**src/rtl/assert_macros.svh**
```systemverilog
// ----------------------------------------------------------------------------
// Assertion macros
// Shared concurrent assertion helpers for the RTL.
// ----------------------------------------------------------------------------
`ifndef ASSERT_MACROS_SVH
`define ASSERT_MACROS_SVH

// Same-cycle implication, off while reset is asserted.
`define ASSERT_IMPLY(lbl, clk, rst_n, ante, cons) \
  lbl: assert property (@(posedge clk) disable iff (!(rst_n)) (ante) |-> (cons)) \
    else $error("assertion failed: implication");

// Next-cycle implication, off while reset is asserted.
`define ASSERT_NEXT(lbl, clk, rst_n, ante, cons) \
  lbl: assert property (@(posedge clk) disable iff (!(rst_n)) (ante) |=> (cons)) \
    else $error("assertion failed: next-cycle implication");

`endif

```
**src/rtl/cdb_pkg.sv**
```systemverilog
// ----------------------------------------------------------------------------
// cdb_pkg
// Widths and operation/status codes of the circular deque buffer.
// ----------------------------------------------------------------------------
package cdb_pkg;

  localparam int KindW   = 3;
  localparam int WordW   = 32;
  localparam int StatusW = 2;

  // operation codes
  localparam logic [KindW-1:0] KindPushFront = 3'd0;
  localparam logic [KindW-1:0] KindPushRear  = 3'd1;
  localparam logic [KindW-1:0] KindPopFront  = 3'd2;
  localparam logic [KindW-1:0] KindPopRear   = 3'd3;
  localparam logic [KindW-1:0] KindList      = 3'd4;

  // result status codes
  localparam logic [StatusW-1:0] StatusOk    = 2'd0;
  localparam logic [StatusW-1:0] StatusFull  = 2'd1;
  localparam logic [StatusW-1:0] StatusEmpty = 2'd2;

  typedef logic [KindW-1:0]        kind_t;
  typedef logic [StatusW-1:0]      status_t;
  typedef logic signed [WordW-1:0] word_t;

endpackage

```
**src/rtl/cdb_req_if.sv**
```systemverilog
// ----------------------------------------------------------------------------
// cdb_req_if
// Request channel: one operation and its push word per beat.
// ----------------------------------------------------------------------------
interface cdb_req_if
  import cdb_pkg::*;
();
  logic  valid;
  logic  ready;
  kind_t kind;
  word_t value;

  modport source (output valid, output kind, output value, input ready);
  modport sink   (input valid, input kind, input value, output ready);
endinterface

```
**src/rtl/cdb_rsp_if.sv**
```systemverilog
// ----------------------------------------------------------------------------
// cdb_rsp_if
// Response channel: status, word and end-of-item flag per beat.
// ----------------------------------------------------------------------------
interface cdb_rsp_if
  import cdb_pkg::*;
();
  logic    valid;
  logic    ready;
  status_t status;
  word_t   data;
  logic    last;

  modport source (output valid, output status, output data, output last, input ready);
  modport sink   (input valid, input status, input data, input last, output ready);
endinterface

```
**src/rtl/circular_deque_buffer.sv**
```systemverilog
// Push, full and empty answers appear in the cycle after accept; unknown kinds drop.
// Pop: read state, send state, then output register to the response beat.
// List: each stored word goes through read, send and output register (one registered read port).
// A new request is taken once the sequencer is back in idle and the output
// register is free. Reset clears pointers, count and control; store contents
// stay undefined (no clearing pass, only occupied entries are ever read).
// ----------------------------------------------------------------------------
// circular_deque_buffer
// Double-ended queue in a circular store with a registered-read memory port
// shared by pops and listing under a small sequencer.
// ----------------------------------------------------------------------------
`include "assert_macros.svh"

module circular_deque_buffer
  import cdb_pkg::*;
#(
  parameter int unsigned DEPTH = 16
) (
  input  logic      clk_i,
  input  logic      rst_ni,
  cdb_req_if.sink   req_i,
  cdb_rsp_if.source rsp_o
);

  localparam int IW = $clog2(DEPTH);
  localparam int CW = $clog2(DEPTH + 1);
  localparam logic [IW-1:0] LastIdx = IW'(DEPTH - 1);
  localparam logic [CW-1:0] FullCnt = CW'(DEPTH);

  localparam logic [1:0] StIdle = 2'd0;
  localparam logic [1:0] StRead = 2'd1;
  localparam logic [1:0] StSend = 2'd2;

  function automatic logic [IW-1:0] idx_next(logic [IW-1:0] i);
    return (i == LastIdx) ? '0 : i + IW'(1);
  endfunction

  function automatic logic [IW-1:0] idx_prev(logic [IW-1:0] i);
    return (i == '0) ? LastIdx : i - IW'(1);
  endfunction

  logic [1:0]    state_q, state_d;
  logic [IW-1:0] head_q, head_d;
  logic [IW-1:0] tail_q, tail_d;
  logic [CW-1:0] occ_q, occ_d;
  logic [IW-1:0] addr_q, addr_d;
  logic [CW-1:0] cnt_q, cnt_d;

  word_t         mem_q [DEPTH];
  word_t         rdata_q;
  logic          wr_en;
  logic [IW-1:0] wr_addr;
  logic          rd_en;

  logic          rsp_vld_q, rsp_vld_d;
  status_t       rsp_status_q;
  word_t         rsp_data_q;
  logic          rsp_last_q;
  logic          ld;
  status_t       ld_status;
  word_t         ld_data;
  logic          ld_last;

  logic          rsp_free;
  logic          req_fire;
  logic          is_empty;
  logic          is_full;
  logic [CW-1:0] span;

  assign rsp_free    = !rsp_vld_q || rsp_o.ready;
  assign req_i.ready = (state_q == StIdle) && rsp_free;
  assign req_fire    = req_i.valid && req_i.ready;
  assign is_empty    = (occ_q == '0);
  assign is_full     = (occ_q == FullCnt);

  assign rsp_o.valid  = rsp_vld_q;
  assign rsp_o.status = rsp_status_q;
  assign rsp_o.data   = rsp_data_q;
  assign rsp_o.last   = rsp_last_q;

  always_comb begin
    state_d   = state_q;
    head_d    = head_q;
    tail_d    = tail_q;
    occ_d     = occ_q;
    addr_d    = addr_q;
    cnt_d     = cnt_q;
    wr_en     = 1'b0;
    wr_addr   = '0;
    rd_en     = 1'b0;
    ld        = 1'b0;
    ld_status = StatusOk;
    ld_data   = '0;
    ld_last   = 1'b1;

    unique case (state_q)
      StIdle: begin
        if (req_fire) begin
          case (req_i.kind) inside
            KindPushFront, KindPushRear: begin
              ld = 1'b1;
              if (is_full) begin
                ld_status = StatusFull;
              end else begin
                wr_en = 1'b1;
                occ_d = occ_q + CW'(1);
                if (is_empty) begin
                  head_d  = '0;
                  tail_d  = '0;
                  wr_addr = '0;
                end else if (req_i.kind == KindPushFront) begin
                  head_d  = idx_prev(head_q);
                  wr_addr = idx_prev(head_q);
                end else begin
                  tail_d  = idx_next(tail_q);
                  wr_addr = idx_next(tail_q);
                end
              end
            end
            KindPopFront, KindPopRear: begin
              if (is_empty) begin
                ld        = 1'b1;
                ld_status = StatusEmpty;
              end else begin
                cnt_d   = CW'(1);
                occ_d   = occ_q - CW'(1);
                state_d = StRead;
                if (req_i.kind == KindPopFront) begin
                  addr_d = head_q;
                  head_d = idx_next(head_q);
                end else begin
                  addr_d = tail_q;
                  tail_d = idx_prev(tail_q);
                end
                // last word gone: pointers go home
                if (occ_q == CW'(1)) begin
                  head_d = '0;
                  tail_d = '0;
                end
              end
            end
            KindList: begin
              if (is_empty) begin
                ld        = 1'b1;
                ld_status = StatusEmpty;
              end else begin
                addr_d  = head_q;
                cnt_d   = occ_q;
                state_d = StRead;
              end
            end
            default: ;
          endcase
        end
      end
      StRead: begin
        rd_en   = 1'b1;
        state_d = StSend;
      end
      StSend: begin
        if (rsp_free) begin
          ld      = 1'b1;
          ld_data = rdata_q;
          ld_last = (cnt_q == CW'(1));
          cnt_d   = cnt_q - CW'(1);
          addr_d  = idx_next(addr_q);
          state_d = (cnt_q == CW'(1)) ? StIdle : StRead;
        end
      end
      default: state_d = StIdle;
    endcase

    rsp_vld_d = ld || (rsp_vld_q && !rsp_o.ready);
  end

  always_ff @(posedge clk_i or negedge rst_ni) begin
    if (!rst_ni) begin
      state_q   <= StIdle;
      head_q    <= '0;
      tail_q    <= '0;
      occ_q     <= '0;
      addr_q    <= '0;
      cnt_q     <= '0;
      rsp_vld_q <= 1'b0;
    end else begin
      state_q   <= state_d;
      head_q    <= head_d;
      tail_q    <= tail_d;
      occ_q     <= occ_d;
      addr_q    <= addr_d;
      cnt_q     <= cnt_d;
      rsp_vld_q <= rsp_vld_d;
    end
  end

  always_ff @(posedge clk_i) begin
    if (ld) begin
      rsp_status_q <= ld_status;
      rsp_data_q   <= ld_data;
      rsp_last_q   <= ld_last;
    end
  end

  // store: one write port, one registered read port
  always_ff @(posedge clk_i) begin
    if (wr_en) begin
      mem_q[wr_addr] <= req_i.value;
    end
    if (rd_en) begin
      rdata_q <= mem_q[addr_q];
    end
  end

  // distance from head to tail around the ring; wraps harmlessly in CW bits
  assign span = (tail_q >= head_q) ? (CW'(tail_q) - CW'(head_q))
                                   : (CW'(tail_q) + FullCnt - CW'(head_q));

  `ASSERT_IMPLY(a_occ_range, clk_i, rst_ni, 1'b1, occ_q <= FullCnt)
  `ASSERT_IMPLY(a_empty_home, clk_i, rst_ni, is_empty, (head_q == '0) && (tail_q == '0))
  `ASSERT_IMPLY(a_span_occ, clk_i, rst_ni, !is_empty, span == (occ_q - CW'(1)))
  `ASSERT_NEXT(a_busy_blocks, clk_i, rst_ni, state_q == StRead, !req_i.ready)

endmodule

```
**src/flat_wrapper.sv**
```systemverilog
// flat-port wrapper written by rule: the top's interface ports become plain ports
module circular_deque_buffer_flat import cdb_pkg::*;
#(
  parameter int unsigned DEPTH = 16
)
  (clk_i, rst_ni, req_i_valid, req_i_kind, req_i_value, req_i_ready, rsp_o_valid, rsp_o_status, rsp_o_data, rsp_o_last, rsp_o_ready);
  cdb_req_if req_i_i ();
  cdb_rsp_if rsp_o_i ();
  input  logic clk_i;
  input  logic rst_ni;
  input wire logic [$bits(req_i_i.valid)-1:0] req_i_valid;
  input wire logic [$bits(req_i_i.kind)-1:0] req_i_kind;
  input wire logic [$bits(req_i_i.value)-1:0] req_i_value;
  output wire logic [$bits(req_i_i.ready)-1:0] req_i_ready;
  output wire logic [$bits(rsp_o_i.valid)-1:0] rsp_o_valid;
  output wire logic [$bits(rsp_o_i.status)-1:0] rsp_o_status;
  output wire logic [$bits(rsp_o_i.data)-1:0] rsp_o_data;
  output wire logic [$bits(rsp_o_i.last)-1:0] rsp_o_last;
  input wire logic [$bits(rsp_o_i.ready)-1:0] rsp_o_ready;
  assign req_i_i.valid = req_i_valid;
  assign req_i_i.kind = req_i_kind;
  assign req_i_i.value = req_i_value;
  assign req_i_ready = req_i_i.ready;
  assign rsp_o_valid = rsp_o_i.valid;
  assign rsp_o_status = rsp_o_i.status;
  assign rsp_o_data = rsp_o_i.data;
  assign rsp_o_last = rsp_o_i.last;
  assign rsp_o_i.ready = rsp_o_ready;
  circular_deque_buffer #(.DEPTH(DEPTH)) u_core (.clk_i(clk_i), .rst_ni(rst_ni), .req_i(req_i_i), .rsp_o(rsp_o_i));
endmodule
```
**config.mk**
```make
export PLATFORM = sky130hd
export DESIGN_NAME = circular_deque_buffer_flat
export DESIGN_NICKNAME = d
export VERILOG_FILES = /design/src/rtl/cdb_pkg.sv /design/src/rtl/cdb_req_if.sv /design/src/rtl/cdb_rsp_if.sv /design/src/rtl/circular_deque_buffer.sv /design/src/flat_wrapper.sv
export VERILOG_INCLUDE_DIRS = /design/src /design/src/rtl
export SDC_FILE = /design/constraint.sdc
export NUM_CORES = 1
export LEC_CHECK = 0
export ABC_CLOCK_PERIOD_IN_PS = 5050
export BUFFER_PORTS_ARGS = -buffer_cell sky130_fd_sc_hd__buf_4
export CAP_MARGIN = 20
export CORE_UTILIZATION = 44
export DETAILED_ROUTE_END_ITERATION = 10
export PLACE_DENSITY = 0.67
export SLEW_MARGIN = 10
export SYNTH_ARGS = -nofsm -noshare
export SYNTH_HDL_FRONTEND = slang
export SYNTH_SLANG_ARGS = --single-unit
```
**constraint.sdc**
```tcl
create_clock -name clk_i -period 5.05 [get_ports clk_i]
set_input_delay 0.2525 -clock clk_i [delete_from_list [all_inputs] [get_ports clk_i]]
set_output_delay 0.2525 -clock clk_i [all_outputs]
set_load 0.02 [all_outputs]
```
# --- Word-level counts from Yosys, hierarchy flattened ---
# Memory sizes are Yosys's and may differ from the RTL's. A register that Yosys moved wholly into a read port is not among the register bits.
# Cells that the tools add are included.
op_classes:
  reduce_logical: 24
  n_eq_ne: 22
  n_mux: 75
  add_sub_neg: 8
op_table:
  columns: ["operator", "n"]
  rows:
  - ["$mux W4", 35]
  - ["$mux W5", 11]
  - ["$mux W2", 10]
  - ["$mux W1", 15]
  - ["$reduce_and A7 Y1", 2]
  - ["$add A4 B1 Y4 const B", 3]
  - ["$eq A4 B4 Y1 const B", 3]
  - ["$eq A5 B1 Y1 const B", 2]
  - ["$pmux W5 S2", 1]
  - ["$sub A5 B1 Y5 const B", 2]
  - ["$logic_not A4 Y1", 2]
  - ["$ne A2 B2 Y1 const B", 4]
  - ["$pmux W4 S2", 1]
  - ["$sub A4 B1 Y4 const B", 2]
  - ["$eq A3 B2 Y1 const B", 2]
  - ["$ne A3 B3 Y1 const B", 2]
  - ["$pmux W2 S3", 1]
  - ["$reduce_and A6 Y1", 1]
  - ["$add A5 B1 Y5 const B", 1]
  - ["$eq A5 B5 Y1 const B", 1]
  - ["$logic_not A5 Y1", 1]
  - ["$reduce_and A5 Y1", 1]
  - ["$ne A2 B1 Y1 const B", 2]
  - ["$reduce_and A2 Y1", 2]
  - ["other kinds (16)", 22]
totals:
  input_bits: 39
  output_inout_bits: 37
  memories: 1
  ramBits: 512
  ff_bits: 60
  wordCells: 140
memory_table:
  columns: ["name", "words", "width", "read_ports", "rd_ports_with_merged_regs", "wr", "line", "rtl"]
  rows:
  - ["u_core.mem_q", 16, 32, 1, 1, 1, "circular_deque_buffer.sv:49", "word_t mem_q [DEPTH];"]

# --- Depth between registers and ports, before layout ---
# Gate-level depths: netlist of run 1.
logic_depth:
  ltp_word: 8
  depth_mapped: 8
  depth_no_buf: 7

# --- Worst setup path after synthesis of run 1 ---
# OpenSTA, ideal clock, no wires.
synth_path:
  path_kind: "flip-flop to flip-flop"
  from: "register u_core.occ_q[0]"
  to: "memory u_core.mem_q[0][0] (netlist name) (enable)"
  synth_period_minus_slack_ns: 5.523
  setup_ns: 0.513
  required_time_ns: 4.537
  t_arrival_ns: 5.010
  setup_slack_ns: -0.473
  stages_incl_launch_ff: 7
  cell_sequence: "dfrtp_1 -> inv_1 -> ha_1 -> nor3b_1 -> nor3_1 -> nor2_1 -> nor4b_1"
synth_between:
  elab_chain_cells: 7
  word_cells_on_any_way: 13
  cone_classes: "eq/ne (1); mux (11); reduce/logical (1)"
synth_rtl:
  columns: ["element", "line", "rtl"]
  rows:
  - ["start: declaration", "circular_deque_buffer.sv:45", "logic [CW-1:0] occ_q, occ_d;"]
  - ["start signal: assignment", "circular_deque_buffer.sv:181", "occ_q <= '0;"]
  - ["start signal: assignment", "circular_deque_buffer.sv:189", "occ_q <= occ_d;"]
  - ["$eq A5 B5 Y1", "circular_deque_buffer.sv:74", "assign is_full = (occ_q == FullCnt);"]
  - ["$mux W1", "circular_deque_buffer.sv:102", "if (is_full) begin"]
  - ["$mux W1", "circular_deque_buffer.sv:99", "case (req_i.kind) inside"]
  - ["$mux W1", "circular_deque_buffer.sv:98", "if (req_fire) begin"]
  - ["$mux W1", "circular_deque_buffer.sv:96", "unique case (state_q)"]
  - ["$mux W1", "circular_deque_buffer.sv:206", "if (wr_en) begin"]
  - ["$mux W1 (implied by the code)", "circular_deque_buffer.sv:207", "mem_q[wr_addr] <= req_i.value;"]
  - ["end: declaration", "circular_deque_buffer.sv:49", null]
# Parallel ways exist; a longest one is shown, timed or not.

# --- Final worst setup path of run 1 ---
layout_path:
  from: "register u_core.rsp_vld_q, in the netlist u_core.rsp_o.valid"
  to: "memory u_core.mem_q[13][22] (netlist name) (enable)"
layout_between:
  elab_chain_cells: 8
  word_cells_on_any_way: 10
  cone_classes: "mux (6); reduce/logical (4)"
layout_rtl:
  columns: ["element", "line", "rtl"]
  rows:
  - ["start: declaration", "circular_deque_buffer.sv:55", "logic rsp_vld_q, rsp_vld_d;"]
  - ["start signal: assignment", "circular_deque_buffer.sv:192", "rsp_vld_q <= rsp_vld_d;"]
  - ["$logic_not A1 Y1 (*)", "circular_deque_buffer.sv:70", "assign rsp_free = !rsp_vld_q || rsp_o.ready;"]
  - ["$logic_or A1 B1 Y1 (*)", "circular_deque_buffer.sv:70", null]
  - ["$logic_and A1 B1 Y1 (*)", "circular_deque_buffer.sv:71", "assign req_i.ready = (state_q == StIdle) && rsp_free;"]
  - ["$logic_and A1 B1 Y1 (*)", "circular_deque_buffer.sv:72", "assign req_fire = req_i.valid && req_i.ready;"]
  - ["$mux W1", "circular_deque_buffer.sv:98", null]
  - ["$mux W1", "circular_deque_buffer.sv:96", null]
  - ["$mux W1", "circular_deque_buffer.sv:206", null]
  - ["$mux W1 (implied by the code)", "circular_deque_buffer.sv:207", null]
# Mark *: on every way between the ends. The rest lies on a longest branch, timed or not.

==> results of run 1 <==
==> worst reg2reg max path: stages (launching register included) <==
cell and delay (ns):
dfrtp_1 0.40, nand2b_2 0.07, buf_4 0.39, nand4_2 0.42
a2111oi_4 0.96, and4_2 1.12
==> registers in the layout (all words and copies together) (netlist names) <==
register and flops:
u_core.mem_q 512, u_core.rdata_q 32, u_core.rsp_o.data 32, u_core.cnt_q 5
u_core.occ_q 5, u_core.addr_q 4, u_core.head_q 4, u_core.tail_q 4
u_core.rsp_o.status 2, u_core.state_q 2, u_core.rsp_o.last 1, u_core.rsp_o.valid 1
==> per-stage QoR <==
step	setup slack (ns)	TNS (ns)	hold slack [ns]
6_report	1.27	0	0.0747
5_1_grt	1.06	0	0.0933
4_1_cts	1.21	0	0.0598
3_5_place_dp	1.23	0	0.193
3_3_place_gp	1.35	0	0.189
2_1_floorplan	-0.247	-24.02	-0.0431
==> how the worst max path moves through the flow <==
stage                           endpoint  slack, ns  cells past startpoint
floorplan             u_core.mem_q[2][0]      -0.25                      6
global placement    u_core.mem_q[12][14]       1.35                      5
CTS                 u_core.mem_q[12][25]       1.21                      5
finish              u_core.mem_q[13][22]       1.27                      5
detailed placement  u_core.mem_q[13][14]       1.23                      5
global route        u_core.mem_q[13][24]       1.06                      5
==> area by class of cell <==
cell class / instances / area (um^2)
Multi-Input combinational cell: 401 / 5430
Inverter: 12 / 45.0
Clock inverter: 45 / 533
Timing Repair Buffer: 136 / 1160
Tap cell: 688 / 861
Clock buffer: 66 / 1500
Fill cell: 4057 / 25300
Sequential cell: 604 / 18000
==> cells by family after synthesis <==
family / count (synthesis) / share of synthesized area
adder cells (fa/ha/maj): 11 / 0.00582
XOR/XNOR: 8 / 0.00296
multiplexers: 171 / 0.157
AND/OR/NAND/NOR: 130 / 0.0337
buffers and inverters: 71 / 0.0133
AO/OA/AOI/OAI: 81 / 0.0255
flip-flops: 604 / 0.761
==> cells in the final DEF, fill, tap and decap left out, drive strengths merged, types with 8 or more instances in the layout <==
cell | netlist | layout
edfxtp | 579 | 579
mux4 | 160 | 160
buf | 29 | 102
clkbuf | 30 | 66
and3 | 36 | 36
dlygate4sd3 | 0 | 34
clkinv | 0 | 31
a21oi | 28 | 28
dfrtp | 25 | 25
nor2 | 24 | 24
nand2 | 16 | 16
inv | 12 | 13
ha | 11 | 11
bufinv | 0 | 11
a31oi | 10 | 10
o21ai | 10 | 10
nor3 | 8 | 8
==> metal layers <==
layer	vias to the layer above	GRT usage	wire [um]
met5	-	0	0
met1	5981	0.254	20800
met4	0	0.0538	1000
met2	314	0.293	23400
met3	67	0.0289	2450
li1	4811	-	-
==> report_power, final <==
part	switching, mW	internal, mW	leakage, nW	total (mW)
clock	1.89	2.71	0.996	4.60
sequential	0.445	6.01	5.53	6.46
combinational	1.81	1.81	2.45	3.62
==> repair_timing <==
item	4_1_cts	5_1_grt
endpoints found under the setup margin	0	0
hold endpoints to repair	538	0
hold buffers	34	0
==> impl_results.md, run 1 <==
* Total power at between 10 and 15 mW
* # clock sinks at 604
* Syn_nets at between 1k and 1.5k
* Critical path peak fanout at 37
* Core area at around 0.053 mm^2
* Placed cells at 1806
* Tcrit/Tclk final at 0.749
* Fin util at 0.521
* Post-route cell area at ~0.028 mm^2
* Antenna cells at 0
* Global-route wire length before repair at 72300 um
* Gpl congestion at around 0.81
* Worst EP arrival at approximately 4 ns
* RSZ-0062 raised after global routing: false
* Synth-to-layout area growth at 16.5%
* Drt initial violations at ~1.1k
* Post-synth cell types at 67
* Vias in the first global route at approximately 11k
* DRC Markers at 7
* FF+latch count, synth at just over 600
* Total gr overflow at 0
* Initial antenna violation count at 0
* CTS clk-pin slew, worst paths at 0.06 ns
* GRT Total Usage at 0.181
* Maximum clock rate at ~260 MHz
* Row Count at 84
* Reg2reg setup slack at 1.27 ns
* H-tree Lvls at 2
* Fin crit period at ~3.8 ns
* Pins Over Slew Limit at 0
* FF-to-FF End: u_core.mem_q[13][22]
* Routed vias/inst at 5.72
* CP Launch Type: register
* Area contributors post-synth: edfxtp_1 (73%), mux4_2 (15%), dfrtp_1 (2.6%)
* CP top delay family: simple AND/OR/NAND/NOR gates
* Worst setup path class: register to register
* Worst Tran Pin Value at ~1.1 ns
* Die Width at approximately 230 um
* Hpwl dp at about 27000 um
* Number of max-cap violations at 0
* Fin cells at 1952
* Worst min-delay path class: input pin to asynchronous set/reset pin
* Crit path launch: u_core.rsp_o.valid
* DR pass1 iterations at 10
* CP endpoint kind: register
* Post-synth top area share at 0.735
* Number of synthesis warnings at 0
* Most instantiated cells after synthesis: edfxtp_1 (579), mux4_2 (160), and3_1 (36)
* Bufs on Longest Clock Path at 3
* LEAKAGE at roughly 9.0 nW
* Worst-path cell chain: nand2b_2, buf_4, nand4_2, a2111oi_4, and4_2
* Finish-stage setup viols at 0
* Final hold violation count at 0
* Root buffer cell: clkbuf_16
* CTS tree: built
* Chip height at roughly 230 um
* ANT nets after route at 0
* Relative slew slack at 0.251
* Starting Density at 0.447
* Failing checks: DRC
* Via count at 11.2k
* Async SR Flop Fraction at 0.0414
* CP required at roughly 5.3 ns
* Critical path buffers and inverters at 1
* Status: finished with violations
* CTS Buf Count at 59
* Total placed instance area at about 0.025 mm^2
* Most frequent cell after synthesis: edfxtp_1
* Post-CTS Setup Inserts at 0
* Worst r2r path cells at 5
* Post-synthesis sequential area ratio at 0.761
* Maximum VDD drop at 0.603 mV
* Die area at about 0.055 mm^2
* Post-synth EDFFs at 579
* Power Dens Cells at around 530 mW/mm^2
* Layout cells sized above 1 at 0.311
* DRT Wirelength at 47600 um
* CP max stage delay at ~1.1 ns
* Largest net degree at the start of global routing at 129
* Drt wl/cell at approximately 24 um
* PortBufs at between 70 and 80
* Synth area leader: edfxtp_1
* Critical path's slowest cell: and4_2
* Final #Nets at between 1k and 1.5k
* Mapped Cells at roughly 1.1k
* Worst skew pair latency at about 0.64 ns
* Mean Syn Cell Area at 22.0 um^2
* PostCTS Resize Cnt at 0
* IO Count at 76
* Synth Flop Type: edfxtp_1
* Post-synthesis cell area at ~0.024 mm^2
* Clk_skew at between 0.03 and 0.04 ns
* R2r startpoint: u_core.rsp_o.valid
No activity file was read; power rests on OpenSTA's default activity.
==> inputs of run 2 (changes only) <==
ABC_AREA = 1   (was not set)
ABC_CLOCK_PERIOD_IN_PS = 3700   (was 5050)
PLACE_DENSITY = 0.65   (was 0.67)
clock period = 3.7 ns   (was 5.05 ns; I/O delays follow)
==> run 2 against run 1 <==
Effect of this change:
- the run now ends clean
- die area up 5.9%
- cell count rose by 58%
- sequential share of layout area down 3.2 points
- register-to-register slack lost 0.65 ns
- area after synthesis increased by 6.0%
- highest routed layer unchanged
==> impl_results.md, run 2 <==
* Layout cells sized above 1 at 0.102 (-0.209)
* Worst min-delay path class: input pin to asynchronous set/reset pin
* Post-route cell area at 0.0290 mm^2 (+5.1%)
* Post-synthesis sequential area ratio at 0.719 (-0.0428)
* Worst EP arrival at 3.38 ns (-0.64 ns)
* Total placed instance area at 0.0267 mm^2 (+6.0%)
* Total power at 20.3 mW (+39%)
* Most frequent cell after synthesis: edfxtp_1
* Sum of negative setup slack at 0 ns (unchanged)
* Number of synthesis warnings at 0 (unchanged)
* Mean Syn Cell Area at 11.5 um^2 (-48%)
* Post-synth cell types at 30 (-55%)
* Syn_nets at 2227 (+98%)
* Chip height at 241 um (+2.9%)
* DRT Wirelength at 61000 um (+28%)
* Simple-Gate Fraction of Synth Area at 0.149 (+0.116)
* Via count at 16.4k (+47%)
* Worst Tran Pin Value at 0.924 ns (-0.199 ns)
* Critical path peak fanout at 15 (-59%)
* Post-synth top area share at 0.694 (-0.0413)
* CP endpoint kind: register
* Number of max-cap violations at 0 (unchanged)
* Hpwl dp at 37000 um (+37%)
* Most instantiated cells after synthesis: edfxtp_1 (579), nor2_1 (382), nand2_1 (375)
* Area contributors post-synth: edfxtp_1 (69%), nor2_1 (5.7%), nand2_1 (5.6%)
* Main combinational cell family by area after synthesis: simple AND/OR/NAND/NOR gates
* Post-synthesis mux area share at 0.000399 (-0.157)
* Drt wl/cell at 19.8 um (-19%)
* Post-synth EDFFs at 579 (unchanged)
* Max reg flops at 512 (unchanged)
* Maximum VDD drop at 0.417 mV (-31%)
* DRC Markers at 0 (-7)
* Initial antenna violation count at 1 (+1)
* Post-synthesis cell area at 0.0251 mm^2 (+6.0%)
* Async SR Flop Fraction at 0.0414 (unchanged)
* CTS clk-pin slew, worst paths at 0.07 ns (about the same)
* Fin crit period at 3.08 ns (-0.705 ns)
* RSZ-0062 raised after global routing: false
* Finish-stage setup viols at 0 (unchanged)
* Die area at 0.0579 mm^2 (+5.9%)
* Commonest non-fill, non-tap cell in the layout: edfxtp_1
* Adder-cell area share of the yosys netlist at 0.00549 (-0.000327)
* Total gr overflow at 0 (unchanged)
* Row Count at 87 (+3.6%)
* Worst setup path class: register to register
* Commonest non-fill, non-tap cells in the layout: edfxtp_1 (579), nand2_1 (375), nor2_1 (365)
* Routed vias/inst at 5.32 (-7.1%)
* CP required at 4.00 ns (-1.28 ns)
* Synth Area in Compound Gates at 0.0752 (+0.0497)
* Pins Over Slew Limit at 0 (unchanged)
* FF+latch count, synth at 604 (unchanged)
* Fin cells at 3083 (+58%)
* LEAKAGE at 10.8 nW (+20%)
* Clk_skew at 0.0217 ns (-0.00835 ns)
* ANT nets after route at 0 (unchanged)
* PortBufs at 75 (unchanged)
* Synth Flop Type: edfxtp_1
* Synth-to-layout area growth at 15.5%
* Drt initial violations at 1753 (+60%)
* GRT Total Usage at 0.213 (+0.0326)
* Worst skew pair latency at 0.62 ns (-0.02 ns)
* CTS tree: built
* # clock sinks at 604 (unchanged)
* H-tree Lvls at 2 (unchanged)
* Synth area leader: edfxtp_1
* Bufs on Longest Clock Path at 3 (unchanged)
* Gpl congestion at 0.875 (+8.6%)
* Vias in the first global route at 15.8k (+37%)
* PostCTS Resize Cnt at 0 (unchanged)
* DR pass1 iterations at 5 (-5)
* Die Width at 241 um (+2.9%)
* CTS Buf Count at 59 (unchanged)
* CP Launch Type: register
* Final hold violation count at 0 (unchanged)
* Placed cells at 2935 (+63%)
* Final #Nets at 2326 (+84%)
* Largest Register: u_core.mem_q
* Maximum clock rate at 325 MHz (+23%)
* Tcrit/Tclk final at 0.832 (+0.0828)
* Global-route wire length before repair at 92200 um (+28%)
* Synth Area in XOR/XNOR at 0.00349 (+0.000532)
* Relative slew slack at 0.383 (+0.131)
* Status: finished clean
* Root buffer cell: clkbuf_16
* Power Dens Cells at 703 mW/mm^2 (+32%)
* Mapped Cells at 2177 (+100%)
* Core area at 0.0564 mm^2 (+6.7%)
* Largest net degree at the start of global routing at 87 (-33%)
* IO Count at 76 (unchanged)
* Starting Density at 0.445 (-0.00293)
* Hold_ws at 0.0166 ns (-0.0581 ns)
-- run 2: cell types whose count changed after synthesis, moves of 14 or more --
cell,previous run,this run
a21oi_1,28,4
and2_1,2,16
and3_1,36,0
buf_2,24,54
clkbuf_1,30,46
inv_1,10,175
mux4_2,160,0
nand2_1,16,375
nand3_1,2,136
nor2_1,20,382
o211ai_1,0,80
o21ai_0,9,205
o21ai_1,1,26
o22ai_1,0,16
-- run 2: path summary, 6_finish.rpt --
check,start,endpoint,slack [ns],cells past startpoint
setup / recovery,u_core.state_q[1],u_core.mem_q[4][13],0.62,8
hold / removal,rst_ni,u_core.tail_q[1],0.02,2
setup reg to reg,u_core.state_q[1],u_core.mem_q[4][13],0.62,8
hold reg to reg,u_core.cnt_q[4],u_core.cnt_q[4],0.47,2
max in group asynchronous,rst_ni,u_core.cnt_q[3],2.82,3
min in group clk_i,req_i_kind[2],u_core.occ_q[0],0.08,4
-- run 2: stage by stage --
step	setup WS (ns)	utilization
CTS	0.656	0.513
global route	0.451	0.513
finish	0.621	0.513
floorplan	0.625	-
global placement	0.776	0.473
detailed placement	0.674	0.473
-- run 2: final cells by class --
type	count	area [um^2]
Antenna cell	1	2.50
Clock buffer	69	1510
Clock inverter	42	404
Fill cell	4900	27400
Inverter	178	681
Multi-Input combinational cell	1280	5990
Sequential cell	604	18000
Tap cell	756	946
Timing Repair Buffer	153	1390
-- run 2: critical path, cell delays in order, from the launching register on --
cell,delay (ns)
dfrtp_1,0.43
nor2_1,0.26
nand2_1,0.12
nor2_1,0.24
nand3_1,0.19
inv_1,0.19
nand3_1,0.38
nor2_4,0.58
buf_4,0.35
-- run 2: timing repair --
item                      in CTS  in global routing
hold buffers                  36                  0
hold endpoints to repair     539                  0
buffers inserted               0                  0
-- run 2: kinds of logic (layout without fill, tap and decap cells) --
group / after synthesis / after routing
and+or+nand+nor: 926 / 926
buffers and inverters: 293 / 442
muxes: 1 / 1
DFF: 604 / 604
AOI/OAI and AO/OA: 332 / 332
xor gates and xnor gates: 10 / 10
other: 0 / 1
adders and majority gates: 11 / 11
-- run 2: power breakdown --
part / leakage [nW] / switching [mW] / internal [mW] / total, mW
sequential: 5.55 / 0.348 / 8.16 / 8.51
combinational: 4.31 / 4.07 / 1.79 / 5.86
clock: 0.945 / 2.55 / 3.42 / 5.97
-- run 2: per-layer routing --
metal / global-route usage / wire, um
met5: 0 / 0
met4: 0.0641 / 1540
met3: 0.0413 / 4900
met2: 0.334 / 28000
met1: 0.302 / 26600
==> inputs of run 3 (changes only) <==
ABC_AREA = 0   (was 1)
ABC_CLOCK_PERIOD_IN_PS = 2800   (was 3700)
PLACE_DENSITY = 0.67   (was 0.65)
clock period = 2.8 ns   (was 3.7 ns; I/O delays follow)
==> run 3 against run 2 <==
Effect of this change:
- count of clock-buffer cells in the layout fell by 1
- routed wire length down 17%
- clock power up 24%
- sequential power is 35% higher
==> impl_results.md, run 3 (same netlist as run 1, synthesis figures left out) <==
* Root buffer cell: clkbuf_16
* H-tree Lvls at 2 (unchanged)
* Global-route wire length before repair at 75700 um (-18%)
* Die Width at 234 um (-2.8%)
* Commonest non-fill, non-tap cells in the layout: edfxtp_1 (579), mux4_2 (160), buf_4 (112)
* ANT nets after route at 0 (unchanged)
* Initial antenna violation count at 3 (+2)
* Clk_skew at 0.0274 ns (+0.00568 ns)
* Core area at 0.0529 mm^2 (-6.2%)
* Gpl congestion at 0.842 (-3.7%)
* Finish-stage setup viols at 0 (unchanged)
* CP endpoint kind: register
* Relative slew slack at 0.231 (-0.152)
* Pins Over Slew Limit at 0 (unchanged)
* Bufs on Longest Clock Path at 3 (unchanged)
* DRT Wirelength at 50600 um (-17%)
* Power Dens Cells at 938 mW/mm^2 (+34%)
* Antenna cells at 0 (-1)
* CTS tree: built
* Number of max-cap violations at 0 (unchanged)
* Worst-path cell chain: or4b_1, o311a_1, nor2_2, a2111oi_4, buf_12, nor4_4, buf_4
* DRC Markers at 0 (unchanged)
* Worst r2r path cells at 7 (-1)
* Status: finished clean
* CTS clk-pin slew, worst paths at 0.06 ns (about the same)
* Hold_ws at 0.0842 ns (+0.0677 ns)
* Maximum VDD drop at 0.454 mV (+8.9%)
* Row Count at 84 (-3.4%)
* Worst min-delay path class: input pin to register
* Final hold violation count at 0 (unchanged)
* Min-Delay Path Depth at 3
* CP required at 3.08 ns (-0.92 ns)
* # clock sinks at 604 (unchanged)
* Largest Register: u_core.mem_q
* Drt wl/cell at 25.5 um (+29%)
* Worst EP arrival at 2.90 ns (-0.48 ns)
* Fin crit period at 2.62 ns (-0.458 ns)
* Total placed instance area at 0.0258 mm^2 (-3.1%)
* Maximum clock rate at 382 MHz (+17%)
* Post-route cell area at 0.0280 mm^2 (-3.2%)
* Routed vias/inst at 5.78 (+8.7%)
* CP max stage delay at 0.55 ns (-0.03 ns)
* Worst skew pair latency at 0.62 ns (about the same)
* Largest net degree at the start of global routing at 42 (-52%)
* PortBufs at 75 (unchanged)
* Total gr overflow at 0 (unchanged)
* Hpwl dp at 28600 um (-23%)
* Worst setup path class: register to register
* Starting Density at 0.447 (+0.00293)
* Max reg flops at 512 (unchanged)
* IO Count at 76 (unchanged)
* LEAKAGE at 9.15 nW (-15%)
* Fill cells at 4025 (-18%)
* CP Launch Type: register
* Commonest non-fill, non-tap cell in the layout: edfxtp_1
* Critical path's slowest cell: or4b_1
* Critical path peak fanout at 16 (+1)
* Final #Nets at 1301 (-44%)
* Vias in the first global route at 11.6k (-27%)
* PostCTS Resize Cnt at 0 (unchanged)
* DR pass1 iterations at 7 (+2)
* Tcrit/Tclk final at 0.936 (+0.104)
* GRT Total Usage at 0.191 (-0.0228)
* RSZ-0062 raised after global routing: false
* Via count at 11.5k (-30%)
* Chip height at 234 um (-2.8%)
* Layout cells sized above 1 at 0.339 (+0.237)
* Worst Tran Pin Value at 1.15 ns (+0.230 ns)
* Drt initial violations at 1098 (-37%)
* CTS Buf Count at 58 (-1.7%)
* Synth-to-layout area growth at 18.5%
* Die area at 0.0547 mm^2 (-5.6%)
[run 3: power breakdown]
part	switching [mW]	internal [mW]
Combinational	3.71	3.67
Sequential	0.679	10.8
Clock	3.27	4.12
Total	7.65	18.6
[run 3: routing by layer]
metal  up-vias  global-route usage  wire length [um]
li1       4900                   -                 -
met1      6077               0.273             21800
met2       405               0.303             24400
met3        75              0.0368              3470
met4         2              0.0465               873
met5         -                   0                12
[run 3: repair_timing]
item,4_1_cts,5_1_grt
hold buffers,36,0
setup buffers,0,0
endpoints found under the setup margin,0,0
hold endpoints to repair,538,0
[run 3: area by class of cell]
class                           instances  area, um^2  share of cell area
Multi-Input combinational cell        401        5580               0.199
Tap cell                              688         861              0.0307
Inverter                               12        45.0             0.00161
Sequential cell                       604       18000               0.643
Clock buffer                           68        1510              0.0539
Timing Repair Buffer                  174        1740              0.0621
Clock inverter                         36         269             0.00960
[run 3: stage by stage]
stage	TNS [ns]	total power [mW]	cells	setup slack [ns]	util
final	0	26.3	1983	0.179	0.530
after global routing	0	27.4	1983	0.0561	0.530
after CTS	0	26.6	1982	0.164	0.530
after detailed placement	0	19.1	1842	0.186	0.489
after global placement	0	19.0	1842	0.267	0.489
after floorplan	-41.17	16.6	1076	-0.382	-
[run 3: final timing paths]
path                              startpoint                      to  slack [ns]
setup reg to reg            u_core.head_q[1]     u_core.mem_q[4][25]        0.18
min in group asynchronous             rst_ni        u_core.tail_q[0]        0.43
setup / recovery            u_core.head_q[1]     u_core.mem_q[4][25]        0.18
hold / removal                   req_i_valid  u_core.rsp_o.status[1]        0.08
max in group asynchronous             rst_ni        u_core.addr_q[1]        2.03
hold reg to reg            u_core.rdata_q[7]    u_core.rsp_o.data[7]        0.54
[run 3: worst max-delay path, delay by kind of cell (launching register included)]
kind / cells / cell delay, ns
AOI/OAI and AO/OA: 2 / 0.24
buffers and inverters: 2 / 0.53
DFF: 1 / 0.45
and+or+nand+nor: 3 / 1.06
